`src/rtl/sfr_pkg.sv`:
```
// Package for the sensor frame receiver: shared constants and the sequencer state type.
// No dependencies.
package sfr_pkg;

    localparam int MAX_FRAME_BYTES_DEF = 32;
    localparam int CNT_W               = 6;   // body byte counter width

    localparam logic [7:0] START_FIRST  = 8'h42;
    localparam logic [7:0] START_SECOND = 8'h4D;

    typedef enum logic [7:0] {
        ST_HUNT1  = 8'b0000_0001,
        ST_HUNT2  = 8'b0000_0010,
        ST_LEN_HI = 8'b0000_0100,
        ST_LEN_LO = 8'b0000_1000,
        ST_BODY   = 8'b0001_0000,
        ST_RDHI   = 8'b0010_0000,
        ST_RDLO   = 8'b0100_0000,
        ST_EMIT   = 8'b1000_0000
    } t_state;

endpackage

```
`src/rtl/sfr_if.sv`:
```
// Handshake interfaces for the sensor frame receiver: received-byte channel and result channel.
// No dependencies.
interface sfr_byte_if;
    logic       valid;
    logic       ready;
    logic [7:0] rx_byte;

    modport source (output valid, output rx_byte, input ready);
    modport sink   (input valid, input rx_byte, output ready);
endinterface

interface sfr_word_if;
    logic        valid;
    logic        ready;
    logic [3:0]  word_index;
    logic [15:0] word_value;
    logic [15:0] frame_length;
    logic        frame_ok;
    logic        last;

    modport source (output valid, output word_index, output word_value, output frame_length,
                    output frame_ok, output last, input ready);
    modport sink   (input valid, input word_index, input word_value, input frame_length,
                    input frame_ok, input last, output ready);
endinterface

```
`src/rtl/sensor_frame_receiver.sv`:
```
// Top level of the sensor frame receiver: frame parser, checksum accumulator and word emitter.
// Depends on sfr_pkg, sfr_if and sfr_store.
//
//   channel   dir  payload                                               transaction when
//   i_rx      in   rx_byte[7:0]                                          valid && ready
//   o_res     out  word_index[3:0] word_value[15:0] frame_length[15:0]   valid && ready
//                  frame_ok last
//
// Bytes are taken while i_rx.ready is high. After the last byte of a good frame the sequencer
// reads the buffer port twice per payload word (ST_RDHI, ST_RDLO, ST_EMIT; up to 13 words)
// while i_rx.ready is low. The single output register is the only result buffer; a
// stalled o_res holds the burst. Synchronous active-low reset returns to hunting.
module sensor_frame_receiver #(
    parameter int MAX_FRAME_BYTES = sfr_pkg::MAX_FRAME_BYTES_DEF
) (
    input  logic        i_clk,
    input  logic        i_rst_n,
    sfr_byte_if.sink    i_rx,
    sfr_word_if.source  o_res
);
    import sfr_pkg::*;

    localparam int DEPTH = MAX_FRAME_BYTES - 4;
    localparam int AW    = $clog2(DEPTH);
    localparam logic [15:0] DEPTH16 = 16'(DEPTH);

    t_state           r_state, n_state;
    logic [15:0]      r_len, n_len;
    logic [CNT_W-1:0] r_cnt, n_cnt;
    logic [15:0]      r_sum, n_sum;
    logic [7:0]       r_chk_hi, n_chk_hi;
    logic [CNT_W-1:0] r_pos, n_pos;
    logic [7:0]       r_hi, n_hi;

    logic        r_ov, n_ov;
    logic [3:0]  r_o_idx, n_o_idx;
    logic [15:0] r_o_val, n_o_val;
    logic [15:0] r_o_len, n_o_len;
    logic        r_o_ok, n_o_ok;
    logic        r_o_last, n_o_last;

    logic           w_out_free, w_rdy, w_acc;
    logic [7:0]     w_b;
    logic [15:0]    w_len_lo, w_data_bytes, w_cnt16, w_cnt_inc16, w_pos16;
    logic [CNT_W-1:0] w_cnt_inc, w_pos_inc;
    logic           w_mem_we, w_mem_re;
    logic [AW-1:0]  w_raddr;
    logic [7:0]     w_rdata;

    sfr_store #(.DEPTH(DEPTH)) u_store (
        .i_clk   (i_clk),
        .i_we    (w_mem_we),
        .i_waddr (r_cnt[AW-1:0]),
        .i_wdata (w_b),
        .i_re    (w_mem_re),
        .i_raddr (w_raddr),
        .o_rdata (w_rdata)
    );

    assign w_b          = i_rx.rx_byte;
    assign w_out_free   = !r_ov || o_res.ready;
    assign w_rdy        = (r_state == ST_HUNT1 || r_state == ST_HUNT2 || r_state == ST_LEN_HI
                           || r_state == ST_LEN_LO || r_state == ST_BODY) && w_out_free;
    assign w_acc        = i_rx.valid && w_rdy;
    assign w_len_lo     = {r_len[15:8], w_b};
    assign w_data_bytes = r_len - 16'd2;
    assign w_cnt_inc    = r_cnt + CNT_W'(1);
    assign w_cnt16      = 16'(r_cnt);
    assign w_cnt_inc16  = 16'(w_cnt_inc);
    assign w_pos16      = 16'(r_pos);
    assign w_pos_inc    = r_pos + CNT_W'(1);

    always_comb begin
        n_state  = r_state;
        n_len    = r_len;
        n_cnt    = r_cnt;
        n_sum    = r_sum;
        n_chk_hi = r_chk_hi;
        n_pos    = r_pos;
        n_hi     = r_hi;
        n_ov     = r_ov && !o_res.ready;
        n_o_idx  = r_o_idx;
        n_o_val  = r_o_val;
        n_o_len  = r_o_len;
        n_o_ok   = r_o_ok;
        n_o_last = r_o_last;
        w_mem_we = 1'b0;
        w_mem_re = 1'b0;
        w_raddr  = r_pos[AW-1:0];

        case (r_state)
            ST_HUNT1: begin
                if (w_acc && w_b == START_FIRST) begin
                    n_sum   = {8'h00, w_b};
                    n_state = ST_HUNT2;
                end
            end
            ST_HUNT2: begin
                if (w_acc) begin
                    if (w_b == START_SECOND) begin
                        n_sum   = r_sum + {8'h00, w_b};
                        n_state = ST_LEN_HI;
                    end else begin
                        n_state = ST_HUNT1;
                    end
                end
            end
            ST_LEN_HI: begin
                if (w_acc) begin
                    n_len   = {w_b, 8'h00};
                    n_sum   = r_sum + {8'h00, w_b};
                    n_state = ST_LEN_LO;
                end
            end
            ST_LEN_LO: begin
                if (w_acc) begin
                    n_len = w_len_lo;
                    n_sum = r_sum + {8'h00, w_b};
                    n_cnt = '0;
                    if (w_len_lo < 16'd2 || w_len_lo > DEPTH16) begin
                        n_ov     = 1'b1;
                        n_o_idx  = '0;
                        n_o_val  = '0;
                        n_o_len  = w_len_lo;
                        n_o_ok   = 1'b0;
                        n_o_last = 1'b1;
                        n_state  = ST_HUNT1;
                    end else begin
                        n_state = ST_BODY;
                    end
                end
            end
            ST_BODY: begin
                if (w_acc) begin
                    w_mem_we = 1'b1;
                    if (w_cnt16 < w_data_bytes) begin
                        n_sum = r_sum + {8'h00, w_b};
                    end
                    if (w_cnt16 == w_data_bytes) begin
                        n_chk_hi = w_b;
                    end
                    n_cnt = w_cnt_inc;
                    if (w_cnt_inc16 == r_len) begin
                        n_cnt = '0;
                        if ({r_chk_hi, w_b} != r_sum) begin
                            n_ov     = 1'b1;
                            n_o_idx  = '0;
                            n_o_val  = '0;
                            n_o_len  = r_len;
                            n_o_ok   = 1'b0;
                            n_o_last = 1'b1;
                            n_state  = ST_HUNT1;
                        end else if (w_data_bytes == 16'd0) begin
                            n_state = ST_HUNT1;
                        end else begin
                            n_pos   = '0;
                            n_state = ST_RDHI;
                        end
                    end
                end
            end
            ST_RDHI: begin
                w_mem_re = 1'b1;
                n_state  = ST_RDLO;
            end
            ST_RDLO: begin
                n_hi     = w_rdata;
                w_mem_re = 1'b1;
                w_raddr  = w_pos_inc[AW-1:0];
                n_state  = ST_EMIT;
            end
            ST_EMIT: begin
                if (w_out_free) begin
                    n_ov     = 1'b1;
                    n_o_idx  = r_pos[4:1];
                    n_o_val  = {r_hi, (w_pos16 + 16'd1 < w_data_bytes) ? w_rdata : 8'h00};
                    n_o_len  = r_len;
                    n_o_ok   = 1'b1;
                    n_o_last = (w_pos16 + 16'd2 >= w_data_bytes);
                    if (w_pos16 + 16'd2 >= w_data_bytes) begin
                        n_state = ST_HUNT1;
                    end else begin
                        n_pos   = r_pos + CNT_W'(2);
                        n_state = ST_RDHI;
                    end
                end
            end
            default: begin
                n_state = ST_HUNT1;
            end
        endcase
    end

    always_ff @(posedge i_clk) begin
        if (!i_rst_n) begin
            r_state <= ST_HUNT1;
            r_len   <= '0;
            r_cnt   <= '0;
            r_sum   <= '0;
            r_pos   <= '0;
            r_ov    <= 1'b0;
        end else begin
            r_state <= n_state;
            r_len   <= n_len;
            r_cnt   <= n_cnt;
            r_sum   <= n_sum;
            r_pos   <= n_pos;
            r_ov    <= n_ov;
        end
    end

    always_ff @(posedge i_clk) begin
        r_chk_hi <= n_chk_hi;
        r_hi     <= n_hi;
        r_o_idx  <= n_o_idx;
        r_o_val  <= n_o_val;
        r_o_len  <= n_o_len;
        r_o_ok   <= n_o_ok;
        r_o_last <= n_o_last;
    end

    assign i_rx.ready         = w_rdy;
    assign o_res.valid        = r_ov;
    assign o_res.word_index   = r_o_idx;
    assign o_res.word_value   = r_o_val;
    assign o_res.frame_length = r_o_len;
    assign o_res.frame_ok     = r_o_ok;
    assign o_res.last         = r_o_last;
endmodule

```
`src/rtl/sfr_store.sv`:
```
// Frame body buffer: one write port, one read port with registered read data.
// Depends on nothing.
module sfr_store #(
    parameter int DEPTH = 28
) (
    input  logic                     i_clk,
    input  logic                     i_we,
    input  logic [$clog2(DEPTH)-1:0] i_waddr,
    input  logic [7:0]               i_wdata,
    input  logic                     i_re,
    input  logic [$clog2(DEPTH)-1:0] i_raddr,
    output logic [7:0]               o_rdata
);
    logic [7:0] r_mem [DEPTH];
    logic [7:0] r_rdata;

    always_ff @(posedge i_clk) begin
        if (i_we) begin
            r_mem[i_waddr] <= i_wdata;
        end
        if (i_re) begin
            r_rdata <= r_mem[i_raddr];
        end
    end

    assign o_rdata = r_rdata;
endmodule

```
`src/flat_wrapper.sv`:
```
// flat-port wrapper written by rule: the top's interface ports become plain ports
module sensor_frame_receiver_flat import sfr_pkg::*;
#(
    parameter int MAX_FRAME_BYTES = sfr_pkg::MAX_FRAME_BYTES_DEF
)
  (i_clk, i_rst_n, i_rx_valid, i_rx_rx_byte, i_rx_ready, o_res_valid, o_res_word_index, o_res_word_value, o_res_frame_length, o_res_frame_ok, o_res_last, o_res_ready);
  sfr_byte_if i_rx_i ();
  sfr_word_if o_res_i ();
  input  logic i_clk;
  input  logic i_rst_n;
  input wire logic [$bits(i_rx_i.valid)-1:0] i_rx_valid;
  input wire logic [$bits(i_rx_i.rx_byte)-1:0] i_rx_rx_byte;
  output wire logic [$bits(i_rx_i.ready)-1:0] i_rx_ready;
  output wire logic [$bits(o_res_i.valid)-1:0] o_res_valid;
  output wire logic [$bits(o_res_i.word_index)-1:0] o_res_word_index;
  output wire logic [$bits(o_res_i.word_value)-1:0] o_res_word_value;
  output wire logic [$bits(o_res_i.frame_length)-1:0] o_res_frame_length;
  output wire logic [$bits(o_res_i.frame_ok)-1:0] o_res_frame_ok;
  output wire logic [$bits(o_res_i.last)-1:0] o_res_last;
  input wire logic [$bits(o_res_i.ready)-1:0] o_res_ready;
  assign i_rx_i.valid = i_rx_valid;
  assign i_rx_i.rx_byte = i_rx_rx_byte;
  assign i_rx_ready = i_rx_i.ready;
  assign o_res_valid = o_res_i.valid;
  assign o_res_word_index = o_res_i.word_index;
  assign o_res_word_value = o_res_i.word_value;
  assign o_res_frame_length = o_res_i.frame_length;
  assign o_res_frame_ok = o_res_i.frame_ok;
  assign o_res_last = o_res_i.last;
  assign o_res_i.ready = o_res_ready;
  sensor_frame_receiver #(.MAX_FRAME_BYTES(MAX_FRAME_BYTES)) u_core (.i_clk(i_clk), .i_rst_n(i_rst_n), .i_rx(i_rx_i), .o_res(o_res_i));
endmodule
```
`config.mk`:
```
export PLATFORM = sky130hd
export DESIGN_NAME = sensor_frame_receiver_flat
export DESIGN_NICKNAME = d
export VERILOG_FILES = /design/src/rtl/sfr_pkg.sv /design/src/rtl/sfr_if.sv /design/src/rtl/sensor_frame_receiver.sv /design/src/rtl/sfr_store.sv /design/src/flat_wrapper.sv
export SDC_FILE = /design/constraint.sdc
export NUM_CORES = 1
export LEC_CHECK = 0
export BUFFER_PORTS_ARGS = -buffer_cell sky130_fd_sc_hd__buf_2
export CAP_MARGIN = 20
export CORE_MARGIN = 3
export CORE_UTILIZATION = 55
export CTS_BUF_LIST = sky130_fd_sc_hd__clkbuf_2
export CTS_CLUSTER_DIAMETER = 30
export DETAILED_ROUTE_END_ITERATION = 16
export GPL_ROUTABILITY_DRIVEN = 0
export PLACE_DENSITY = 0.72
export SKIP_CTS_REPAIR_TIMING = 1
export SYNTH_ARGS = -nofsm -noshare
export SYNTH_HDL_FRONTEND = slang
export SYNTH_SLANG_ARGS = --single-unit
```
`constraint.sdc`:
```
create_clock -name i_clk -period 11.5 [get_ports i_clk]
set_clock_uncertainty 0.2 [all_clocks]
set_input_delay 2.3 -clock i_clk [delete_from_list [all_inputs] [get_ports i_clk]]
set_output_delay 2.3 -clock i_clk [all_outputs]
set_load 0.1 [all_outputs]
```
==> Word level (Yosys, flattened, before mapping) <==
Memories as Yosys holds them, arrays and structs flattened. A register that Yosys moved wholly into a read port is not among the register bits.
Cells that the tools add are included.
{ "totals": {"register_bits": 107, "mem_bits_rw": 224, "in_bits": 12, "output_inout_bits": 40, "word_cells": 167, "mem_count": 1} }
{ "classes": {"add_sub_neg": 7, "n_lt_le_gt_ge": 5, "eq_ne": 28, "muxes": 83, "bitwise": 1, "n_reduce_logical": 28} }
{ "mem_list": {"columns": ["name", "depth", "word_bits", "rd", "rd_clocked_by_memory_dff", "write_ports", "line_no", "rtl"], "rows": [
  ["u_core.u_store.r_mem", 28, 8, 1, 1, 1, "sfr_store.sv:14", "logic [7:0] r_mem [DEPTH];"]
]} }
{ "ops": {"columns": ["operator", "n"], "rows": [
  ["$mux W16", 19],
  ["$pmux W16 S3", 2],
  ["$mux W8", 10],
  ["$mux W6", 11],
  ["$pmux W16 S4", 1],
  ["$pmux W8 S8", 1],
  ["$eq A6 B16 Y1", 2],
  ["$pmux W16 S2", 1],
  ["$reduce_and A7 Y1", 4],
  ["$eq A8 B7 Y1 const B", 3],
  ["$mux W4", 6],
  ["$pmux W6 S2", 2],
  ["$mux W1", 23],
  ["$ne A2 B2 Y1 const B", 9],
  ["$add A16 B8 Y16", 1],
  ["$ge A16 B16 Y1", 1],
  ["$gt A16 B5 Y1 const B", 1],
  ["$logic_not A16 Y1", 1],
  ["$lt A16 B16 Y1", 1],
  ["$lt A16 B2 Y1 const B", 1],
  ["$lt A6 B16 Y1", 1],
  ["$ne A16 B16 Y1", 1],
  ["$sub A16 B2 Y16 const B", 1],
  ["$ne A2 B1 Y1 const B", 6],
  ["other kinds (25)", 43]
]} }

==> Longest topological paths before layout <==
{ "depth": {"word_depth": 11, "ltp_mapped": 13, "mapped_depth_nobuf": 12} }

==> Hierarchy <==
From an unflattened synthesis, not the netlist that was laid out.
{ "hier_totals": {"hier_cells": 1056, "area_unflattened_um2": 15009.4} }
{ "modules_own_cells": {"columns": ["mod", "n_inst", "cells_each", "area_per_inst_um2"], "rows": [
  ["sfr_store", 1, 470, 9088.7],
  ["sensor_frame_receiver", 1, 586, 5920.7]
]} }

==> Least setup slack after synthesis <==
OpenSTA, ideal clock, no wires.
{ "synth_timing": {"path_kind": "input to register", "from": "in i_rx_rx_byte[5]", "to": "reg u_core.r_o_len[0], in the netlist u_core.o_res.frame_length[0], enable pin", "arrival_ns": 6.012, "path_slack_ns": 4.800, "path_stages": 8, "path_buffers": 0, "path_cell_list": "ha_1 > nor4_1 > nand4_1 > nor4_1 > nand2b_1 > a21oi_1 > a21oi_1 > nor3b_1"} }
{ "synth_via": {"elab_chain_len": 4} }
{ "synth_lines": {"columns": ["element", "line_no", "rtl"], "rows": [
  ["start, declared", "flat_wrapper.sv:12", "input wire logic [$bits(i_rx_i.rx_byte)-1:0] i_rx_rx_byte;"],
  ["$lt A16 B2 Y1 or $gt A16 B5 Y1 (tied branches)", "sensor_frame_receiver.sv:120", "if (w_len_lo < 16'd2 || w_len_lo > DEPTH16) begin"],
  ["$logic_or A1 B1 Y1", "sensor_frame_receiver.sv:120", null],
  ["$ne A2 B2 Y1 (no line)", null, null],
  ["$reduce_and A7 Y1 (no line) (*)", null, null],
  ["end signal, assigned", "sensor_frame_receiver.sv:217", "r_o_len <= n_o_len;"],
  ["end, declared", "sensor_frame_receiver.sv:38", "logic [15:0] r_o_len, n_o_len;"]
]} }
Mark *: on every way between the ends. The rest lies on a longest branch, timed or not.
A chain may end at the register's enable or synchronous reset.

==> Worst setup path in the final report <==
{ "layout_timing": {"from": "in o_res_ready", "to": "out i_rx_ready"} }
{ "layout_via": {"elab_chain_len": 2} }
{ "layout_lines": {"columns": ["element", "line_no", "rtl"], "rows": [
  ["start, declared", "flat_wrapper.sv:20", "input wire logic [$bits(o_res_i.ready)-1:0] o_res_ready;"],
  ["$logic_or A1 B1 Y1", "sensor_frame_receiver.sv:61", "assign w_out_free = !r_ov || o_res.ready;"],
  ["$logic_and A1 B1 Y1", "sensor_frame_receiver.sv:63", "|| r_state == ST_LEN_LO || r_state == ST_BODY) && w_out_free;"],
  ["end, declared", "flat_wrapper.sv:13", "output wire logic [$bits(i_rx_i.ready)-1:0] i_rx_ready;"]
]} }
No other way between the ends.

==> flow_summary_export.csv <==
group,metric,value,unit
detailed_routing,route.vias.total,9258,
synthesis,asyncSetResetFlopFracSynth,0,%
sta,timing_max_transition_violations_final,0,
clock_network,cts_tree,"done",
pwr,total_leakage_power,5.47,nW
synthesis,netlist_instances,1036,
global_route,globalRoute.totalOverflow,0,
global_route,grt_use_met2,36.2,%
sta,achievable-frequency,0.176,GHz
worst_setup_path,timing.critical_path.to_type,"primary output",
run_status,outcome,"completed",
floorplanning,die_width,170,um
sta,fin_crit,5.67,ns
synthesis,avgSynthCellArea,14.3,sq um
worst_setup_path,rr_worst_depth,8,
synthesis,postSynthRegisterBits,338,
global_route,antenna_found_initial,1,
sta,final.setup.tns,0,ns
sta,grt_setup_unrepaired,"no",
sta,setup_slack_of_the_critical_path_after_layout,5.83,ns
global_route,met3_usage,5.44,%
floorplanning,floorplan.rows,59,
detailed_routing,detail_route.wirelength,32900,um
global_route,groute.layer.met1.usage,32.8,%
clock_network,clock_tree.buffer_depth,3,
clock_network,clock_tree.root_cell,"sky130_fd_sc_hd__clkbuf_2",
hold_path,hold_path_depth,0,
final_layout,fillers,1990,
pwr,peak_vdd_ir,0.0669,mV
synthesis,post_synth_instance_area,14900,sq um
clock_network,insertion_delay,0.90,ns
detailed_routing,detail_route.first_pass.iterations,5,
sta,final_hold_violation_count,0,
worst_setup_path,worst-endpoint-required,9.00,ns
synthesis,yosysSeqAreaShare,64.8,%
synthesis,yosys.cell_count.top_type,"sky130_fd_sc_hd__edfxtp_1",
synthesis,synth.lib_cells_used.distinct,81,
synthesis,nets_in_the_synthesized_netlist,1082,
global_route,number_of_global_route_vias_before_repair,9209,
pwr,report.power.total,2.42,mW
sta,final_setup_violation_count,0,
synthesis,yosys_warnings,0,
detailed_routing,detail_route.iter0.violations,815,
final_layout,finish.net_count,1182,
synthesis,yosys_top_cell_area_share,57.8,%
detailed_routing,drt-vias-per-instance,6.02,
placement,place.detailed.instances,1380,
placement,detailed_place.area,15400,sq um
sta,hold_slack,0.249,ns
final_layout,finish.instance_area,16200,sq um
global_route,largest_net_degree_at_the_start_of_global_routing,53,
flow_run,drv.max_cap_violation_count,0,
placement,detailedPlace.worstSlack,5.84,ns
worst_setup_path,setup.worst_path.start_class,"input port",
worst_setup_path,rr_endpoint,"u_core.u_store.o_rdata[0]$_DFFE_PP_",
floorplanning,core,26300,sq um
placement,buffer_ports.inserted,51,
sta,actual_slew_at_the_worst_max_slew_pin,1.04,ns
floorplanning,initial_core_util,56.6,%
placement,hpwl,20100,um
global_route,globalRouteTotalUtil,23.2,%
sta,finalCritPeriodShare,49.3,%
synthesis,number_of_enable_flip_flop_cells_after_synthesis,286,
hold_path,hp-start,"u_core.u_store.o_rdata[4]$_DFFE_PP_",
worst_setup_path,criticalPathCategory,"input port to primary output",
final_layout,fin_util,61.8,%
clock_network,cts_buffers,88,
detailed_routing,antenna_violating_nets_post_route,0,
final_layout,proportion_of_layout_cells_with_a_drive_suffix_above_1,23.5,%
floorplanning,die-area,29000,sq um
hold_path,min_to,"u_core.r_hi[4]$_DFFE_PP_",
clock_network,clk_pin_slew_worst_paths,0.10,ns
pwr,p_per_area,149,nW/um^2
worst_setup_path,crit-reg2reg-launch,"u_core.r_state[7]$_SDFFE_PN0P_",
synthesis,yosys.area.top_type,"sky130_fd_sc_hd__edfxtp_1",
final_layout,finalNonFillerCells,1539,
worst_setup_path,worst-path-max-fanout,7,
global_route,grt.busiest_layer,"met2",
hold_path,hold_class,"register to register",
detailed_routing,remaining_drc_errors,0,
synthesis,synth_ff_type,"sky130_fd_sc_hd__edfxtp_1",
clock_network,ctsHtreeMaxLevel,3,
worst_setup_path,critical_path_arrival,3.17,ns
synthesis,post_synth_main_area_contributors,"sky130_fd_sc_hd__edfxtp_1 58%, sky130_fd_sc_hd__dfxtp_1 7.0%, sky130_fd_sc_hd__mux4_2 6.7%",
final_layout,area_delta_synth_final,9.28,%
sta,relSlewSlack,30.8,%
detailed_routing,drt-wirelength-per-cell,21.4,um
worst_setup_path,r2r_setup_slack,6.87,ns
synthesis,most_frequent_cells_after_synthesis,"286 x sky130_fd_sc_hd__edfxtp_1, 87 x sky130_fd_sc_hd__nand2_1, 86 x sky130_fd_sc_hd__nor2_1",
floorplanning,die_h,170,um
floorplanning,ioPinCount,52,
global_route,grt_pass1_wl,51400,um
clock_network,cts_num_sinks,338,
## critical path, cell delays in order
cell and delay, ns:
sky130_fd_sc_hd__buf_2 0.07, sky130_fd_sc_hd__nand2b_1 0.22, sky130_fd_sc_hd__and2_1 0.16, sky130_fd_sc_hd__buf_2 0.41
## state kept, by name, summed over array words and instances, names as in the netlist
signal	count
u_core.o_res.word_index	4
u_core.r_chk_hi	8
u_core.r_state	8
u_core.r_cnt	6
u_core.r_len	16
u_core.o_res.last	1
u_core.o_res.frame_length	16
u_core.r_pos	5
u_core.r_hi	8
u_core.u_store.r_mem	224
u_core.u_store.o_rdata	8
u_core.o_res.valid	1
u_core.r_sum	16
u_core.o_res.word_value	16
u_core.o_res.frame_ok	1
## cell families (layout without fill, tap and decap cells)
kind of cell / after synthesis / in the layout / synth area share [%]
flip-flops: 338 / 338 / 64.8
AO/OA/AOI/OAI: 148 / 148 / 7.25
adder cells (fa/ha/maj): 34 / 34 / 2.91
other: 1 / 2 / 0.0252
AND/OR/NAND/NOR: 324 / 324 / 11.4
multiplexers: 86 / 86 / 9.57
XOR/XNOR: 28 / 28 / 1.65
buffers and inverters: 77 / 244 / 2.43
## worst max-delay path by stage
stage / cells past startpoint / slack [ns] / endpoint / start
finish: 4 / 5.83 / i_rx_ready / o_res_ready
CTS: 4 / 5.83 / i_rx_ready / o_res_ready
floorplan: 8 / 4.80 / u_core.o_res.frame_length[0]$_DFFE_PP_ / i_rx_rx_byte[5]
detailed placement: 4 / 5.84 / i_rx_ready / o_res_ready
global route: 4 / 5.79 / i_rx_ready / o_res_ready
global placement: 4 / 5.85 / i_rx_ready / o_res_ready
## routing by layer
layer	wire [um]	part of all wire, %
met5	0	0
met4	542	1.6
met3	2700	8.2
met2	15500	47
met1	14200	43
## power breakdown
part | total (mW) | switching, mW | internal (mW)
Sequential | 1.35 | 0.0115 | 1.33
Clock | 0.857 | 0.480 | 0.377
Combinational | 0.220 | 0.146 | 0.0743
Total | 2.42 | 0.637 | 1.79
## area by class of cell
| class | count | area [sq um] | share of cell area, % |
|---|---|---|---|
| sequential | 338 | 9630 | 59.3 |
| multi-input combinational | 621 | 4890 | 30.1 |
| clock buffer | 119 | 596 | 3.67 |
| tap | 335 | 419 | 2.58 |
| timing repair buffer | 62 | 342 | 2.10 |
| clock inverter | 38 | 272 | 1.67 |
| inverter | 25 | 96.3 | 0.593 |
| antenna | 1 | 2.50 | 0.0154 |
## cells in the final DEF (no fill, tap or decap), types with 10 or more instances in the layout
master                     count
sky130_fd_sc_hd__nand2_1      87
sky130_fd_sc_hd__ha_1         33
sky130_fd_sc_hd__nand3_1      32
sky130_fd_sc_hd__and2_1       13
sky130_fd_sc_hd__xnor2_1      19
sky130_fd_sc_hd__o21ai_0      19
sky130_fd_sc_hd__dfxtp_1      51
sky130_fd_sc_hd__mux4_2       44
sky130_fd_sc_hd__nor3b_1      19
sky130_fd_sc_hd__clkinv_1     21
sky130_fd_sc_hd__nor3_1       11
sky130_fd_sc_hd__buf_2        51
sky130_fd_sc_hd__inv_1        23
sky130_fd_sc_hd__nor2_1       86
sky130_fd_sc_hd__edfxtp_1    286
sky130_fd_sc_hd__nand4_1      11
sky130_fd_sc_hd__clkbuf_2    119
sky130_fd_sc_hd__buf_4        10
sky130_fd_sc_hd__a21oi_1      40
sky130_fd_sc_hd__nor4_1       11
sky130_fd_sc_hd__mux2i_1      33
No activity file was read; power rests on OpenSTA's default activity.
